$ cat config.mk
export PLATFORM = sky130hd
export DESIGN_NAME = json_token_scanner
export DESIGN_NICKNAME = d
export VERILOG_FILES = /design/src/rtl/jts_pkg.sv /design/src/rtl/jts_front.sv /design/src/rtl/jts_fifo.sv /design/src/rtl/jts_back.sv /design/src/rtl/json_token_scanner.sv
export SDC_FILE = /design/constraint.sdc
export NUM_CORES = 1
export LEC_CHECK = 0
export BUFFER_PORTS_ARGS = -buffer_cell sky130_fd_sc_hd__buf_2
export CAP_MARGIN = 20
export CORE_ASPECT_RATIO = 0.5
export CORE_MARGIN = 2
export CORE_UTILIZATION = 50
export CTS_CLUSTER_SIZE = 28
export DETAILED_ROUTE_END_ITERATION = 8
export PLACE_DENSITY_LB_ADDON = 0.1
export REMOVE_ABC_BUFFERS = 1
export SKIP_CTS_REPAIR_TIMING = 1
export SLEW_MARGIN = 10
export SYNTH_ARGS = -nofsm -noshare
export SYNTH_HDL_FRONTEND = slang
export SYNTH_SLANG_ARGS = --single-unit
$ cat constraint.sdc
create_clock -name aclk -period 11.3 [get_ports aclk]
set_input_delay 1.13 -clock aclk [delete_from_list [all_inputs] [get_ports aclk]]
set_output_delay 1.13 -clock aclk [all_outputs]
set_load 0.02 [all_outputs]
$ cat src/rtl/jts_pkg.sv
// Shared types, token codes and character helpers of the JSON token scanner.
package jts_pkg;

    // Result kinds
    localparam logic [3:0] K_TEXT    = 4'd0;
    localparam logic [3:0] K_END     = 4'd1;
    localparam logic [3:0] K_LBRACE  = 4'd2;
    localparam logic [3:0] K_RBRACE  = 4'd3;
    localparam logic [3:0] K_LBRACK  = 4'd4;
    localparam logic [3:0] K_RBRACK  = 4'd5;
    localparam logic [3:0] K_COMMA   = 4'd6;
    localparam logic [3:0] K_COLON   = 4'd7;
    localparam logic [3:0] K_STRING  = 4'd8;
    localparam logic [3:0] K_NULL    = 4'd9;
    localparam logic [3:0] K_BOOL    = 4'd10;
    localparam logic [3:0] K_REAL    = 4'd11;
    localparam logic [3:0] K_SINT    = 4'd12;
    localparam logic [3:0] K_UINT    = 4'd13;
    localparam logic [3:0] K_UNKNOWN = 4'd14;
    localparam logic [3:0] K_DISCARD = 4'd15;

    // Characters
    localparam logic [7:0] CH_SPACE  = 8'h20;
    localparam logic [7:0] CH_TAB    = 8'h09;
    localparam logic [7:0] CH_LF     = 8'h0a;
    localparam logic [7:0] CH_VT     = 8'h0b;
    localparam logic [7:0] CH_FF     = 8'h0c;
    localparam logic [7:0] CH_CR     = 8'h0d;
    localparam logic [7:0] CH_QUOTE  = 8'h22;
    localparam logic [7:0] CH_HASH   = 8'h23;
    localparam logic [7:0] CH_PLUS   = 8'h2b;
    localparam logic [7:0] CH_COMMA  = 8'h2c;
    localparam logic [7:0] CH_MINUS  = 8'h2d;
    localparam logic [7:0] CH_DOT    = 8'h2e;
    localparam logic [7:0] CH_SLASH  = 8'h2f;
    localparam logic [7:0] CH_ZERO   = 8'h30;
    localparam logic [7:0] CH_NINE   = 8'h39;
    localparam logic [7:0] CH_COLON  = 8'h3a;
    localparam logic [7:0] CH_UPPER_E = 8'h45;
    localparam logic [7:0] CH_LBRACK = 8'h5b;
    localparam logic [7:0] CH_BSLASH = 8'h5c;
    localparam logic [7:0] CH_RBRACK = 8'h5d;
    localparam logic [7:0] CH_LBRACE = 8'h7b;
    localparam logic [7:0] CH_RBRACE = 8'h7d;
    localparam logic [7:0] CH_ESC    = 8'h1b;

    localparam logic [2:0] LEN_MAX = 3'd7;

    // Queue between front and back
    localparam int FIFO_DEPTH = 4;
    localparam int FIFO_AW    = $clog2(FIFO_DEPTH);

    typedef enum logic [3:0] {
        MODE_NORMAL  = 4'b0001,
        MODE_STRING  = 4'b0010,
        MODE_ESCAPE  = 4'b0100,
        MODE_COMMENT = 4'b1000
    } mode_t;

    typedef enum logic [9:0] {
        N_START = 10'b0000000001,
        N_SIGN  = 10'b0000000010,
        N_UDIG  = 10'b0000000100,
        N_SDIG  = 10'b0000001000,
        N_DOT   = 10'b0000010000,
        N_FRAC  = 10'b0000100000,
        N_EXP   = 10'b0001000000,
        N_ESIGN = 10'b0010000000,
        N_EDIG  = 10'b0100000000,
        N_DEAD  = 10'b1000000000
    } num_t;

    typedef struct packed {
        logic [3:0] kind;
        logic [7:0] text;
        logic       unterm;
    } res_t;

    // One queue entry: the results of one input beat
    typedef struct packed {
        logic two;
        res_t r0;
        res_t r1;
    } entry_t;

    // Keyword candidate idx (0 null, 1 true, 2 false) still matches at position pos
    function automatic logic kw_hit(input logic [1:0] idx, input logic [2:0] pos,
                                    input logic [7:0] c);
        logic [7:0] want;
        logic       ok;
        begin
            want = 8'h00;
            ok   = 1'b1;
            case ({idx, pos})
                {2'd0, 3'd0}: want = 8'h6e;
                {2'd0, 3'd1}: want = 8'h75;
                {2'd0, 3'd2}: want = 8'h6c;
                {2'd0, 3'd3}: want = 8'h6c;
                {2'd1, 3'd0}: want = 8'h74;
                {2'd1, 3'd1}: want = 8'h72;
                {2'd1, 3'd2}: want = 8'h75;
                {2'd1, 3'd3}: want = 8'h65;
                {2'd2, 3'd0}: want = 8'h66;
                {2'd2, 3'd1}: want = 8'h61;
                {2'd2, 3'd2}: want = 8'h6c;
                {2'd2, 3'd3}: want = 8'h73;
                {2'd2, 3'd4}: want = 8'h65;
                default:      ok = 1'b0;
            endcase
            return ok && (c == want);
        end
    endfunction

    function automatic logic [7:0] translate(input logic [7:0] c);
        logic [7:0] r;
        begin
            case (c)
                8'h61:   r = 8'h07;
                8'h62:   r = 8'h08;
                8'h74:   r = 8'h09;
                8'h6e:   r = 8'h0a;
                8'h72:   r = 8'h0d;
                8'h76:   r = 8'h0b;
                8'h66:   r = 8'h0c;
                8'h65:   r = CH_ESC;
                default: r = c;
            endcase
            return r;
        end
    endfunction

    function automatic logic [3:0] word_class(input logic [2:0] match, input logic [2:0] len,
                                              input num_t ns);
        logic [3:0] k;
        begin
            if (match[0] && len == 3'd4) begin
                k = K_NULL;
            end else if ((match[1] && len == 3'd4) || (match[2] && len == 3'd5)) begin
                k = K_BOOL;
            end else begin
                case (ns)
                    N_UDIG:                  k = K_UINT;
                    N_SDIG:                  k = K_SINT;
                    N_DOT, N_FRAC, N_EDIG:   k = K_REAL;
                    default:                 k = K_UNKNOWN;
                endcase
            end
            return k;
        end
    endfunction

    function automatic num_t next_number(input num_t s, input logic [7:0] c);
        logic dig;
        logic sgn;
        logic e;
        num_t n;
        begin
            dig = (c >= CH_ZERO) && (c <= CH_NINE);
            sgn = (c == CH_PLUS) || (c == CH_MINUS);
            e   = (c == CH_UPPER_E) || (c == 8'h65);
            case (s)
                N_START:       n = sgn ? N_SIGN : (dig ? N_UDIG : N_DEAD);
                N_SIGN:        n = dig ? N_SDIG : N_DEAD;
                N_UDIG, N_SDIG:
                    n = dig ? s : ((c == CH_DOT) ? N_DOT : (e ? N_EXP : N_DEAD));
                N_DOT, N_FRAC: n = dig ? N_FRAC : (e ? N_EXP : N_DEAD);
                N_EXP:         n = sgn ? N_ESIGN : (dig ? N_EDIG : N_DEAD);
                N_ESIGN, N_EDIG: n = dig ? N_EDIG : N_DEAD;
                default:       n = N_DEAD;
            endcase
            return n;
        end
    endfunction

endpackage

$ cat src/rtl/jts_front.sv
// Front end: accepts input beats, tracks scanner state, builds result entries.
module jts_front (
    input  logic                aclk,
    input  logic                aresetn,
    input  logic                s_tvalid,
    output logic                s_tready,
    input  logic [7:0]          s_tdata,   // [7:0] data_byte
    input  logic                s_tuser,   // [0] op (1 = end of input)
    input  logic                q_full,
    output logic                q_push,
    output jts_pkg::entry_t     q_entry
);
    import jts_pkg::*;

    mode_t      mode_reg, mode_next;
    logic [7:0] prev_reg, prev_next;
    logic       word_reg, word_next;
    num_t       num_reg, num_next;
    logic [2:0] match_reg, match_next;
    logic [2:0] len_reg, len_next;

    logic       accept;
    logic [7:0] c;
    logic       is_space, is_quote, is_comment;
    logic [3:0] delim;
    logic       pre_v, main_v;
    res_t       pre_r, main_r;
    logic [3:0] cls;

    assign s_tready = !q_full;
    assign accept   = s_tvalid && s_tready;
    assign c        = s_tdata;
    assign cls      = word_class(match_reg, len_reg, num_reg);

    always_comb begin
        is_space = (c == CH_SPACE) || (c == CH_CR) || (c == CH_LF) || (c == CH_TAB) ||
                   (c == CH_VT) || (c == CH_FF);
        is_quote = (c == CH_QUOTE);
        is_comment = (c == CH_HASH) || ((c == CH_SLASH) && (prev_reg == CH_SLASH));
        case (c)
            CH_LBRACE: delim = K_LBRACE;
            CH_RBRACE: delim = K_RBRACE;
            CH_LBRACK: delim = K_LBRACK;
            CH_RBRACK: delim = K_RBRACK;
            CH_COMMA:  delim = K_COMMA;
            CH_COLON:  delim = K_COLON;
            default:   delim = K_TEXT;
        endcase
    end

    always_comb begin
        mode_next  = mode_reg;
        prev_next  = prev_reg;
        word_next  = word_reg;
        num_next   = num_reg;
        match_next = match_reg;
        len_next   = len_reg;
        pre_v      = 1'b0;
        pre_r      = '{kind: cls, text: 8'h00, unterm: 1'b0};
        main_v     = 1'b0;
        main_r     = '{kind: K_TEXT, text: 8'h00, unterm: 1'b0};

        if (s_tuser) begin
            pre_v  = (mode_reg == MODE_NORMAL) && word_reg;
            main_v = 1'b1;
            main_r = '{kind: K_END, text: 8'h00,
                       unterm: (mode_reg == MODE_STRING) || (mode_reg == MODE_ESCAPE)};
            mode_next  = MODE_NORMAL;
            prev_next  = 8'h00;
            word_next  = 1'b0;
            num_next   = N_START;
            match_next = 3'b111;
            len_next   = 3'd0;
        end else begin
            case (mode_reg)
                MODE_COMMENT: begin
                    if ((c == CH_LF) || (c == CH_VT) || (c == CH_FF) || (c == CH_CR)) begin
                        mode_next = MODE_NORMAL;
                    end
                end
                MODE_ESCAPE: begin
                    main_v    = 1'b1;
                    main_r    = '{kind: K_TEXT, text: translate(c), unterm: 1'b0};
                    mode_next = MODE_STRING;
                end
                MODE_STRING: begin
                    if (c == CH_BSLASH) begin
                        mode_next = MODE_ESCAPE;
                    end else if (is_quote) begin
                        main_v    = 1'b1;
                        main_r    = '{kind: K_STRING, text: 8'h00, unterm: 1'b0};
                        mode_next = MODE_NORMAL;
                        prev_next = 8'h00;
                    end else begin
                        main_v = 1'b1;
                        main_r = '{kind: K_TEXT, text: c, unterm: 1'b0};
                    end
                end
                default: begin
                    // a token byte ends the pending word first
                    if ((is_space || is_quote || delim != K_TEXT) && word_reg) begin
                        pre_v      = 1'b1;
                        word_next  = 1'b0;
                        num_next   = N_START;
                        match_next = 3'b111;
                        len_next   = 3'd0;
                        prev_next  = 8'h00;
                    end
                    if (is_space) begin
                        prev_next = c;
                    end else if (is_quote) begin
                        mode_next = MODE_STRING;
                        prev_next = 8'h00;
                    end else if (delim != K_TEXT) begin
                        main_v    = 1'b1;
                        main_r    = '{kind: delim, text: 8'h00, unterm: 1'b0};
                        prev_next = 8'h00;
                    end else if (is_comment) begin
                        // drop the pending word
                        main_v     = word_reg;
                        main_r     = '{kind: K_DISCARD, text: 8'h00, unterm: 1'b0};
                        word_next  = 1'b0;
                        num_next   = N_START;
                        match_next = 3'b111;
                        len_next   = 3'd0;
                        mode_next  = MODE_COMMENT;
                        prev_next  = c;
                    end else begin
                        word_next  = 1'b1;
                        match_next = match_reg & {kw_hit(2'd2, len_reg, c),
                                                  kw_hit(2'd1, len_reg, c),
                                                  kw_hit(2'd0, len_reg, c)};
                        len_next   = (len_reg == LEN_MAX) ? LEN_MAX : len_reg + 3'd1;
                        num_next   = next_number(num_reg, c);
                        main_v     = 1'b1;
                        main_r     = '{kind: K_TEXT, text: c, unterm: 1'b0};
                        prev_next  = c;
                    end
                end
            endcase
        end
    end

    assign q_push     = accept && (pre_v || main_v);
    assign q_entry.two = pre_v && main_v;
    assign q_entry.r0  = pre_v ? pre_r : main_r;
    assign q_entry.r1  = main_r;

    always_ff @(posedge aclk) begin
        if (!aresetn) begin
            mode_reg  <= MODE_NORMAL;
            prev_reg  <= 8'h00;
            word_reg  <= 1'b0;
            num_reg   <= N_START;
            match_reg <= 3'b111;
            len_reg   <= 3'd0;
        end else if (accept) begin
            mode_reg  <= mode_next;
            prev_reg  <= prev_next;
            word_reg  <= word_next;
            num_reg   <= num_next;
            match_reg <= match_next;
            len_reg   <= len_next;
        end
    end

    // a word never stays open outside normal mode
    assert property (@(posedge aclk) disable iff (!aresetn)
        (mode_reg != MODE_NORMAL) |-> !word_reg)
        else $error("word open outside normal mode");

    // an idle word has fresh classifier state
    assert property (@(posedge aclk) disable iff (!aresetn)
        !word_reg |-> (len_reg == 3'd0 && num_reg == N_START && match_reg == 3'b111))
        else $error("classifier not cleared");

endmodule

$ cat src/rtl/jts_fifo.sv
// Short queue of result entries between front and back.
module jts_fifo (
    input  logic             aclk,
    input  logic             aresetn,
    input  logic             push,
    input  jts_pkg::entry_t  push_entry,
    output logic             full,
    input  logic             pop,
    output logic             avail,
    output jts_pkg::entry_t  head
);
    import jts_pkg::*;

    entry_t                 mem [FIFO_DEPTH];
    logic [FIFO_AW-1:0]     wr_reg;
    logic [FIFO_AW-1:0]     rd_reg;
    logic [FIFO_AW:0]       cnt_reg;
    logic                   do_push, do_pop;

    assign full    = (cnt_reg == FIFO_AW'(0) + (FIFO_AW+1)'(FIFO_DEPTH));
    assign avail   = (cnt_reg != '0);
    assign head    = mem[rd_reg];
    assign do_push = push && !full;
    assign do_pop  = pop && avail;

    always_ff @(posedge aclk) begin
        if (do_push) begin
            mem[wr_reg] <= push_entry;
        end
    end

    always_ff @(posedge aclk) begin
        if (!aresetn) begin
            wr_reg  <= '0;
            rd_reg  <= '0;
            cnt_reg <= '0;
        end else begin
            if (do_push) begin
                wr_reg <= wr_reg + FIFO_AW'(1);
            end
            if (do_pop) begin
                rd_reg <= rd_reg + FIFO_AW'(1);
            end
            cnt_reg <= cnt_reg + (FIFO_AW+1)'(do_push) - (FIFO_AW+1)'(do_pop);
        end
    end

    assert property (@(posedge aclk) disable iff (!aresetn)
        !(push && full))
        else $error("push into full queue");

    assert property (@(posedge aclk) disable iff (!aresetn)
        cnt_reg <= (FIFO_AW+1)'(FIFO_DEPTH))
        else $error("queue count out of range");

endmodule

$ cat src/rtl/jts_back.sv
// Back end: unpacks queue entries into result beats on the output register.
module jts_back (
    input  logic             aclk,
    input  logic             aresetn,
    input  logic             q_avail,
    input  jts_pkg::entry_t  q_head,
    output logic             q_pop,
    output logic             m_tvalid,
    input  logic             m_tready,
    output logic [15:0]      m_tdata,   // [7:0] text_byte, [8] unterminated, [15:9] zero
    output logic [3:0]       m_tuser,   // [3:0] kind
    output logic             m_tlast
);
    import jts_pkg::*;

    logic   has_reg;
    logic   sel_reg;
    entry_t ent_reg;
    res_t   cur;
    logic   beat_done, ent_done, take;

    assign cur       = sel_reg ? ent_reg.r1 : ent_reg.r0;
    assign m_tvalid  = has_reg;
    assign m_tuser   = cur.kind;
    assign m_tdata   = {7'b0, cur.unterm, cur.text};
    assign m_tlast   = sel_reg || !ent_reg.two;
    assign beat_done = has_reg && m_tready;
    assign ent_done  = beat_done && m_tlast;
    assign take      = !has_reg || ent_done;
    assign q_pop     = take && q_avail;

    always_ff @(posedge aclk) begin
        if (q_pop) begin
            ent_reg <= q_head;
        end
    end

    always_ff @(posedge aclk) begin
        if (!aresetn) begin
            has_reg <= 1'b0;
            sel_reg <= 1'b0;
        end else if (take) begin
            has_reg <= q_avail;
            sel_reg <= 1'b0;
        end else if (beat_done) begin
            // advance to the second beat of the entry
            sel_reg <= 1'b1;
        end
    end

    assert property (@(posedge aclk) disable iff (!aresetn)
        sel_reg |-> (has_reg && ent_reg.two))
        else $error("second beat without a two-beat entry");

    assert property (@(posedge aclk) disable iff (!aresetn)
        (has_reg && !m_tready) |=> (has_reg && $stable(sel_reg)))
        else $error("beat lost while stalled");

endmodule

$ cat src/rtl/json_token_scanner.sv
// Top level of the JSON token scanner: front end, entry queue and back end.
//
// Takes one input beat per cycle while s_tready is high (a text byte, or end
// of input when s_tuser is set) and produces zero, one or two result beats per
// input beat, each tagged with its kind on m_tuser and with m_tlast on the last
// result of that input. The front end classifies each byte combinationally and
// writes its results as one entry into a four-entry queue; s_tready drops only
// when that queue is full. The back end emits one result beat per cycle from its
// output register while m_tready is high, so the sustained rate is one input
// byte per cycle as long as inputs giving two results (a delimiter ending a word,
// or end of input after a word) are spread out; each of those takes an extra
// output beat. A result passes from the queue into the output register before it
// is valid on the output, and waits in the queue while m_tready holds it back.
module json_token_scanner (
    input  logic        aclk,
    input  logic        aresetn,
    input  logic        s_tvalid,
    output logic        s_tready,
    input  logic [7:0]  s_tdata,    // [7:0] data_byte
    input  logic        s_tuser,    // [0] op (1 = end of input)
    output logic        m_tvalid,
    input  logic        m_tready,
    output logic [15:0] m_tdata,    // [7:0] text_byte, [8] unterminated, [15:9] zero
    output logic [3:0]  m_tuser,    // [3:0] kind
    output logic        m_tlast
);
    import jts_pkg::*;

    logic   q_push, q_full, q_pop, q_avail;
    entry_t q_entry, q_head;

    jts_front u_front (
        .aclk     (aclk),
        .aresetn  (aresetn),
        .s_tvalid (s_tvalid),
        .s_tready (s_tready),
        .s_tdata  (s_tdata),
        .s_tuser  (s_tuser),
        .q_full   (q_full),
        .q_push   (q_push),
        .q_entry  (q_entry)
    );

    jts_fifo u_fifo (
        .aclk       (aclk),
        .aresetn    (aresetn),
        .push       (q_push),
        .push_entry (q_entry),
        .full       (q_full),
        .pop        (q_pop),
        .avail      (q_avail),
        .head       (q_head)
    );

    jts_back u_back (
        .aclk     (aclk),
        .aresetn  (aresetn),
        .q_avail  (q_avail),
        .q_head   (q_head),
        .q_pop    (q_pop),
        .m_tvalid (m_tvalid),
        .m_tready (m_tready),
        .m_tdata  (m_tdata),
        .m_tuser  (m_tuser),
        .m_tlast  (m_tlast)
    );

endmodule

==> impl_metrics.toml <==
[yosys]
synth-edff-count = 135
syn_avg_cell_area_sq_um = 12.9
synth_top_area_cell = "edfxtp_1"
synth_top_area_frac = 0.488
synth_top_family_by_area = "simple AND/OR/NAND/NOR gates"
synthSimpleGateAreaFrac = 0.135
synth_mux_area_frac = 0.0968
synth-seq-area-share = 0.579
synthAdderAreaFrac = 0.0175
post_synth_inst_count = 644
synth-compound-area-share = 0.114
synthFlopType = "edfxtp_1"
ys_async_sr_fraction = 0
synth_area_sq_mm = 0.00831
yosys_warnings = 0
synth_area_leaders = "edfxtp_1 (49%), dfxtp_1 (9.2%), mux4_2 (7.3%)"
ys_ff_latch = 173
synthXorXnorAreaFrac = 0.0211
yosysUniqueCellTypes = 75

[power]
powerDensity_mw_per_mm2 = 204
peakVddDrop_uv = 101
leakage_nw = 3.14

[setup_path]
r2r_start = "u_front.mode_reg[1]"
timing.rr.end = "u_fifo.cnt_reg[2]"
crit_type = "primary input to flop"
r2r_slack_ns = 7.58
crit_fanout = 26
worstPathRequired_ns = 11.62
ff2ff_path_depth = 11
cp.arrival_ns = 4.36
critPathLaunchType = "primary input"
cp-end-kind = "flop"

[finish]
n_fill_cell = 1342
final_area_sq_mm = 0.00917
nNetsFinal = 679
final_core_util = 0.562
final_common_cell = "edfxtp_1"
drive_gt1_frac = 0.192
final_cell_mix = "edfxtp_1 (135), nand2_1 (37), dfxtp_1 (37)"
areaGrowthSynthToFinish_pct = 10.4
n_antenna_cell = 0
largest_reg_flops = 108

[timing]
finalSetupViolCount = 0
finalSetupTns_ns = 0
tightest_slew_ns = 1.18
slew_headroom = 0.201
fmax_mhz = 248
period_share = 0.357
min_period_ns = 4.04
final.setup_skew_ns = 0.00938
rsz0062_at_grt = "no"
slew_viol_final = 0
hold_viol_final = 0

[clocking]
cts_max_path_buffers = 2
root_buffer = "clkbuf_16"
path_clk_slew_ns = 0.07
htreeDepth = 4
cts_buffers = 17
clkLatencyLatePin_ns = 0.42
cts.sinks = 173
cts_tree = "built"

[grt]
grt_pass1_wl_um = 28200
grt-busiest-layer = "met2"
use_met1 = 0.298
grt_pass1_vias = 4953
grt_overflow = 0
grtUsageMet2 = 0.344
grt_max_degree = 31
grt_use_met3 = 0.0456
antenna_found_initial = 0
grt_usage = 0.213

[detailed_routing]
wl_per_cell_um = 20.3
avgViaCountPerCell = 6.00
finalWirelength_um = 18200
vias = 5362
ant_nets = 0
drc_errors = 0
drt_iter0_markers = 570
drt_pass1_iterations = 5

[die]
start_util = 0.510
io_pins = 36
fp.dieH_um = 95.2
rows = 33
fp.dieW_um = 186
core_area_sq_mm = 0.0163
die_area_sq_mm = 0.0177

[placement]
gp_congestion = 0.915
placed_area_sq_mm = 0.00859
io_buffer_count = 28
dpl.hpwl_um = 12100

[worst_hold_path]
worstHoldPathType = "flop to flop"
hold_start = "u_front.prev_reg[5]"
worstHoldEndpoint = "u_front.prev_reg[5]"
holdPathStages = 1

[outcome]
status = "completed"

[run]
max-cap-violations = 0
==> worst max-delay path by stage <==
stage / from / end / slack [ns]
detailed placement: s_tdata[4] / u_fifo.cnt_reg[2] / 6.81
global route: s_tdata[4] / u_fifo.cnt_reg[2] / 7.10
finish: s_tdata[4] / u_fifo.cnt_reg[2] / 7.26
CTS: s_tdata[4] / u_fifo.cnt_reg[2] / 7.27
global placement: s_tdata[4] / u_fifo.cnt_reg[2] / 6.88
floorplan: s_tdata[4] / u_fifo.mem[0][0] / 6.76
==> per-layer routing <==
metal	routed length, um	vias to the layer above	part of all wire
li1	-	2505	-
met1	8710	2678	0.48
met2	8280	156	0.46
met3	1000	23	0.055
met4	196	0	0.011
met5	0	-	0
==> cell families after synthesis <==
group | count (synthesis)
compound gates | 129
xor+xnor | 20
fa+ha+maj | 11
buf+inv | 67
flops | 173
mux | 45
other cells | 1
simple gates | 198
==> report_power, final <==
part	internal [mW]	leakage [nW]	switching [mW]
logic	0.187	1.28	0.248
clock network	0.308	0.277	0.257
registers	0.832	1.58	0.0420
==> critical path, cell delays in order <==
cell and delay, ns:
buf_2 0.26, or4b_1 0.69, or4_4 0.47, and4_4 0.22
a21o_4 0.24, a31o_4 0.27, inv_1 0.06, ha_1 0.13
inv_1 0.05, fa_1 0.40, xnor2_1 0.15, xnor2_1 0.12
and2_1 0.15
==> final cells by class <==
type                    count  area (sq um)  area share
clock buffers              17           425      0.0464
well taps                 227           284      0.0310
repair buffers             35           205      0.0224
clock inverters            14           134      0.0146
inverters                  18          67.6     0.00736
multi-input cells         410          3240       0.353
flip-flops and latches    173          4820       0.525
==> through the flow <==
stage	total power, mW	setup slack, ns	hold slack (ns)	instances
3_5_place_dp	1.33	6.81	0.460	862
5_1_grt	1.96	7.10	0.491	894
2_1_floorplan	1.19	6.76	0.440	601
4_1_cts	1.89	7.27	0.479	893
3_3_place_gp	1.32	6.88	0.456	862
6_report	1.87	7.26	0.473	894
==> cell usage after synthesis (all sizes together) (6+ instances only) <==
cell type and number:
nand2 37, or4 7, o211ai 6, xor2 10
a21o 6, and2 10, inv 18, ha 10
nor2b 18, a22o 8, nor3 28, clkbuf 31
edfxtp 135, nand4 6, dfxtp 38, nor3b 7
mux2 13, xnor2 10, nor2 29, o21ai 29
buf 18, and3 8, a21oi 21, nand3 8
nand2b 8, mux4 27
Power figures use the tool's default switching activity.
